File: src/design/tcw_pkg.sv
`default_nettype none

package tcw_pkg;

    localparam int COLUMNS    = 80;
    localparam int ROWS       = 25;
    localparam int CELLS      = COLUMNS * ROWS;
    localparam int COPY_CELLS = COLUMNS * (ROWS - 1);
    localparam int ADDR_W     = $clog2(CELLS);

    localparam int REQ_W  = 2;
    localparam int CHAR_W = 8;
    localparam int COL_W  = 7;
    localparam int ROW_W  = 5;
    localparam int CELL_W = 16;

    localparam logic [REQ_W-1:0]  REQ_PUT   = 2'd0;
    localparam logic [REQ_W-1:0]  REQ_CLEAR = 2'd1;
    localparam logic [REQ_W-1:0]  REQ_READ  = 2'd2;

    localparam logic [CHAR_W-1:0] NEWLINE_CODE = 8'd10;
    localparam logic [CHAR_W-1:0] ATTR_NORMAL  = 8'h07;

    typedef enum logic [2:0] {
        PTR_ZERO   = 3'b001,
        PTR_CUR    = 3'b010,
        PTR_BOTTOM = 3'b100
    } t_ptr_sel;

    typedef struct packed {
        logic     accept;
        logic     wr_char;
        logic     rd_issue;
        logic     ptr_load;
        t_ptr_sel ptr_sel;
        logic     end_row;
        logic     fill_step;
        logic     copy_step;
        logic     cur_adv;
        logic     cur_nl;
        logic     cur_home;
        logic     load_out;
    } t_cmd;

    typedef struct packed {
        logic             at_last_col;
        logic             at_last_row;
        logic             is_nl;
        logic             ptr_at_end;
        logic             copy_end;
        logic [COL_W-1:0] cur_col;
        logic [ROW_W-1:0] cur_row;
    } t_status;

endpackage

`default_nettype wire

File: src/design/tcw_ctrl.sv
`default_nettype none

module tcw_ctrl (
    input  wire logic                      i_clk,
    input  wire logic                      i_rst_n,
    input  wire logic                      i_in_valid,
    input  wire logic [tcw_pkg::REQ_W-1:0] i_req_type,
    output logic                           o_in_ready,
    input  wire logic                      i_out_ready,
    output logic                           o_out_valid,
    input  wire tcw_pkg::t_status          i_st,
    output tcw_pkg::t_cmd                  o_cmd
);
    import tcw_pkg::*;

    typedef enum logic [4:0] {
        S_INIT = 5'b00001,
        S_IDLE = 5'b00010,
        S_FILL = 5'b00100,
        S_COPY = 5'b01000,
        S_DONE = 5'b10000
    } t_state;

    t_state r_state, n_state;
    logic   r_scroll, n_scroll;
    logic   r_out_vld, n_out_vld;

    always_comb begin
        n_state    = r_state;
        n_scroll   = r_scroll;
        o_cmd      = '0;
        o_cmd.ptr_sel = PTR_ZERO;
        o_in_ready = 1'b0;
        case (r_state)
            S_INIT: begin
                o_cmd.fill_step = 1'b1;
                if (i_st.ptr_at_end) begin
                    n_state = S_IDLE;
                end
            end
            S_IDLE: begin
                o_in_ready = 1'b1;
                if (i_in_valid) begin
                    o_cmd.accept = 1'b1;
                    case (i_req_type)
                        REQ_PUT: begin
                            if (i_st.is_nl) begin
                                o_cmd.ptr_load = 1'b1;
                                o_cmd.ptr_sel  = PTR_CUR;
                                o_cmd.end_row  = 1'b1;
                                o_cmd.cur_nl   = 1'b1;
                                n_scroll       = i_st.at_last_row;
                                n_state        = S_FILL;
                            end else begin
                                o_cmd.wr_char = 1'b1;
                                o_cmd.cur_adv = 1'b1;
                                if (i_st.at_last_col && i_st.at_last_row) begin
                                    o_cmd.ptr_load = 1'b1;
                                    n_state        = S_COPY;
                                end else begin
                                    n_state = S_DONE;
                                end
                            end
                        end
                        REQ_CLEAR: begin
                            o_cmd.ptr_load = 1'b1;
                            o_cmd.cur_home = 1'b1;
                            n_scroll       = 1'b0;
                            n_state        = S_FILL;
                        end
                        REQ_READ: begin
                            o_cmd.rd_issue = 1'b1;
                            n_state        = S_DONE;
                        end
                        default: begin
                            n_state = S_DONE;
                        end
                    endcase
                end
            end
            S_FILL: begin
                o_cmd.fill_step = 1'b1;
                if (i_st.ptr_at_end) begin
                    if (r_scroll) begin
                        o_cmd.ptr_load = 1'b1;
                        n_scroll       = 1'b0;
                        n_state        = S_COPY;
                    end else begin
                        n_state = S_DONE;
                    end
                end
            end
            S_COPY: begin
                o_cmd.copy_step = 1'b1;
                if (i_st.copy_end) begin
                    o_cmd.ptr_load = 1'b1;
                    o_cmd.ptr_sel  = PTR_BOTTOM;
                    n_state        = S_FILL;
                end
            end
            S_DONE: begin
                if (!r_out_vld || i_out_ready) begin
                    o_cmd.load_out = 1'b1;
                    n_state        = S_IDLE;
                end
            end
            default: begin
                n_state = S_INIT;
            end
        endcase
    end

    always_comb begin
        n_out_vld = r_out_vld;
        if (o_cmd.load_out) begin
            n_out_vld = 1'b1;
        end else if (i_out_ready) begin
            n_out_vld = 1'b0;
        end
    end

    assign o_out_valid = r_out_vld;

    always_ff @(posedge i_clk) begin
        if (!i_rst_n) begin
            r_state   <= S_INIT;
            r_scroll  <= 1'b0;
            r_out_vld <= 1'b0;
        end else begin
            r_state   <= n_state;
            r_scroll  <= n_scroll;
            r_out_vld <= n_out_vld;
        end
    end

endmodule

`default_nettype wire

File: config.mk
export PLATFORM = sky130hd
export DESIGN_NAME = tcw_ctrl
export DESIGN_NICKNAME = d
export VERILOG_FILES = /design/src/design/tcw_pkg.sv /design/src/design/tcw_ctrl.sv
export SDC_FILE = /design/constraint.sdc
export NUM_CORES = 1
export LEC_CHECK = 0
export ABC_AREA = 1
export BUFFER_PORTS_ARGS = -buffer_cell sky130_fd_sc_hd__buf_2
export CAP_MARGIN = 20
export CORE_MARGIN = 3
export CORE_UTILIZATION = 44
export DETAILED_ROUTE_END_ITERATION = 16
export PLACE_DENSITY = 0.83
export SYNTH_ARGS = -nofsm -noshare
export SYNTH_HDL_FRONTEND = slang
export SYNTH_SLANG_ARGS = --single-unit
File: constraint.sdc
create_clock -name i_clk -period 2.33 [get_ports i_clk]
set_clock_uncertainty 0.1 [all_clocks]
set_input_delay 0.466 -clock i_clk [delete_from_list [all_inputs] [get_ports i_clk]]
set_output_delay 0.466 -clock i_clk [all_outputs]
set_load 0.02 [all_outputs]
==> results_dict.tcl <==
set metrics [dict create \
    vdd_drop_max_mv 0.427 \
    gr-usage-all-layers 0.177 \
    pwr-share-seq 0.274 \
    p_per_area_nw_per_um2 910 \
    drv_cap 0 \
    post_drt_wl_per_cell_um 10.5 \
    crit_fanout 5 \
    antenna_found_initial 0 \
    whs_path_depth 2 \
    tns_ns 0 \
    syn_nets 124 \
    min-delay-start "i_rst_n" \
    viasPerCell 5.12 \
    gp_congestion 0.861 \
    drt_iter0_markers 20 \
    fin_crit_sh 0.916 \
    worstPathArrival_ns 1.57 \
    cts_sinks 7 \
    slew-limit-headroom 0.828 \
    nFillCells 123 \
    ys_types 24 \
    drc 0 \
    ioPinCount 39 \
    clkPwrFrac 0.157 \
    die_h_um 43.6 \
    critPathKind "reg -> out" \
    cts_buffers 3 \
    regArea_sq_um 140 \
    rsz0062_at_grt "false" \
    crit_path_start_kind "flip-flop" \
    clock_path_buffers 2 \
    antenna_cells 0 \
    grt_use_met1 0.212 \
    io_buffers 26 \
    post_cts_resized 0 \
    synth_warnings 0 \
    power_leakage_nw 0.413 \
    max_freq_ghz 0.468 \
    grt_overflow 0 \
    totalWireLength_um 1500 \
    post_cts_buffers 0 \
    hold_viol_final 0 \
    cts_max_level 1 \
    drtPass1Iterations 4 \
    hp-class "in -> reg" \
    p_comb_frac 0.569 \
    syn-cell-area_sq_um 623 \
    clk_latency_ns 0.25 \
    p_sw_frac 0.498 \
    setup_slack_ns 0.195 \
    setup.worst_path.start "r_state[2]" \
    antenna_left 0 \
    ctsHoldBuffers 0 \
    worstMarginPinSlew_ns 0.257 \
    grt_max_degree 8 \
    die-area_sq_um 1900 \
    die_w_um 43.6 \
    synthTopCellsByArea "dfxtp_1 (22%), nand2_1 (11%), inv_1 (9.6%), nor2_1 (9.6%), nand3_1 (5.6%)" \
    crit_required_ns 1.76 \
    reg2regPathDepth 8 \
    synth.avg_cell_area_sq_um 6.17 \
    pre_cts_slack_ns 0.365 \
    synthCells 101 \
    top_usage_layer "met2" \
    power.internal_mw 0.354 \
    grt_pass1_vias 638 \
    finalPower_mw 0.704 \
    p_switching_mw 0.351 \
    rows 12 \
    multi_input_area_sq_um 397 \
    met2_usage 0.279 \
    synth.top_cell.area_share 0.225 \
    drive_above_1_share 0.352 \
    start_util 0.512 \
    met3_usage 0.0664 \
    period_minus_slack_ns 2.14 \
    dp_hpwl_um 1230 \
    finalSetupViolations 0 \
    end_kind "output pin" \
    core_sq_um 1220 \
    cts_tree "done" \
    clkTransAtPathRegs_ns 0.05 \
    num_vias 727 \
    area_delta_synth_final_pct 24.3 \
    grt_pass1_wl_um 2560 \
    drv_slew 0 \
    r2r_start "r_state[1]" \
    num-nets-final 152 \
    yosys.area.top_type "dfxtp_1" \
    synth-seq-area-share 0.225 \
    synth-seq-cells 7 \
    cts-root-buf "clkbuf_4" \
    status "completed" \
]
placed cells by master (no fill, tap or decap), drive strengths merged:
cell     n
buf     26
nor2    23
nand2   22
inv     17
nand3   10
dfxtp    7
nand4    4
clkbuf   4
o21ai    3
nor3     2
o31ai    2
nor3b    2
a21boi   2
or2      1
a31oi    1
o22ai    1
o221ai   1
Yosys cell counts (all sizes together):
cell type   n
o22ai       1
nor3        2
nand2      22
nand3      10
buf         3
dfxtp       7
a31oi       1
nor2       23
o221ai      1
nor3b       2
a21boi      2
nand4       4
or2         1
o21ai       3
o31ai       2
inv        17
state kept, by name, indices dropped and copies added, names as in the netlist:
| signal | flops |
|---|---|
| r_state | 5 |
| o_out_valid | 1 |
| r_scroll | 1 |
cell type report:
class | instances | share of cell area
clock buffer | 4 | 0.0339
inverter | 17 | 0.0824
multi-input combinational | 74 | 0.512
sequential | 7 | 0.181
tap | 14 | 0.0226
timing repair buffer | 26 | 0.168
critical path, stage by stage (launching register included):
cell and delay (ns):
dfxtp_1 0.33, nor2_4 0.19, nand3_2 0.15, nor2_4 0.13
inv_2 0.06, nor3b_2 0.21, o21ai_1 0.08, buf_2 0.16
final timing paths:
kind	to	slack (ns)
max reg2reg	r_state[1]	0.87
max	o_cmd[7]	0.19
min	r_state[0]	0.37
min reg2reg	r_scroll	0.39
metal layers:
layer  up-vias  routed length, um
met5         -                  0
met4         0                 21
met3         5                117
met2        21                729
met1       319                629
li1        382                  -
power by group through the flow:
stage                     logic, mW  registers (mW)  clock network (mW)
after detailed placement      0.394           0.195                   0
after CTS                     0.402           0.193               0.115
after global placement        0.386           0.193                   0
after floorplan               0.306           0.190                   0
after global routing          0.448           0.196               0.121
final                         0.401           0.193               0.111
stage by stage:
stage,utilization,hold WS [ns],instances,cell area [sq um]
after floorplan,-,0.372,101,623
after global placement,0.615,0.390,138,748
after detailed placement,0.615,0.390,138,748
after CTS,0.637,0.364,142,774
after global routing,0.637,0.377,142,774
final,0.637,0.367,142,774
logic make-up (layout without fill, tap and decap cells):
logic type,Yosys count,count (layout),synth area share
compound gates,10,10,0.106
simple gates,64,64,0.530
buf+inv,20,47,0.139
flops,7,7,0.225
Power figures use the tool's default switching activity.
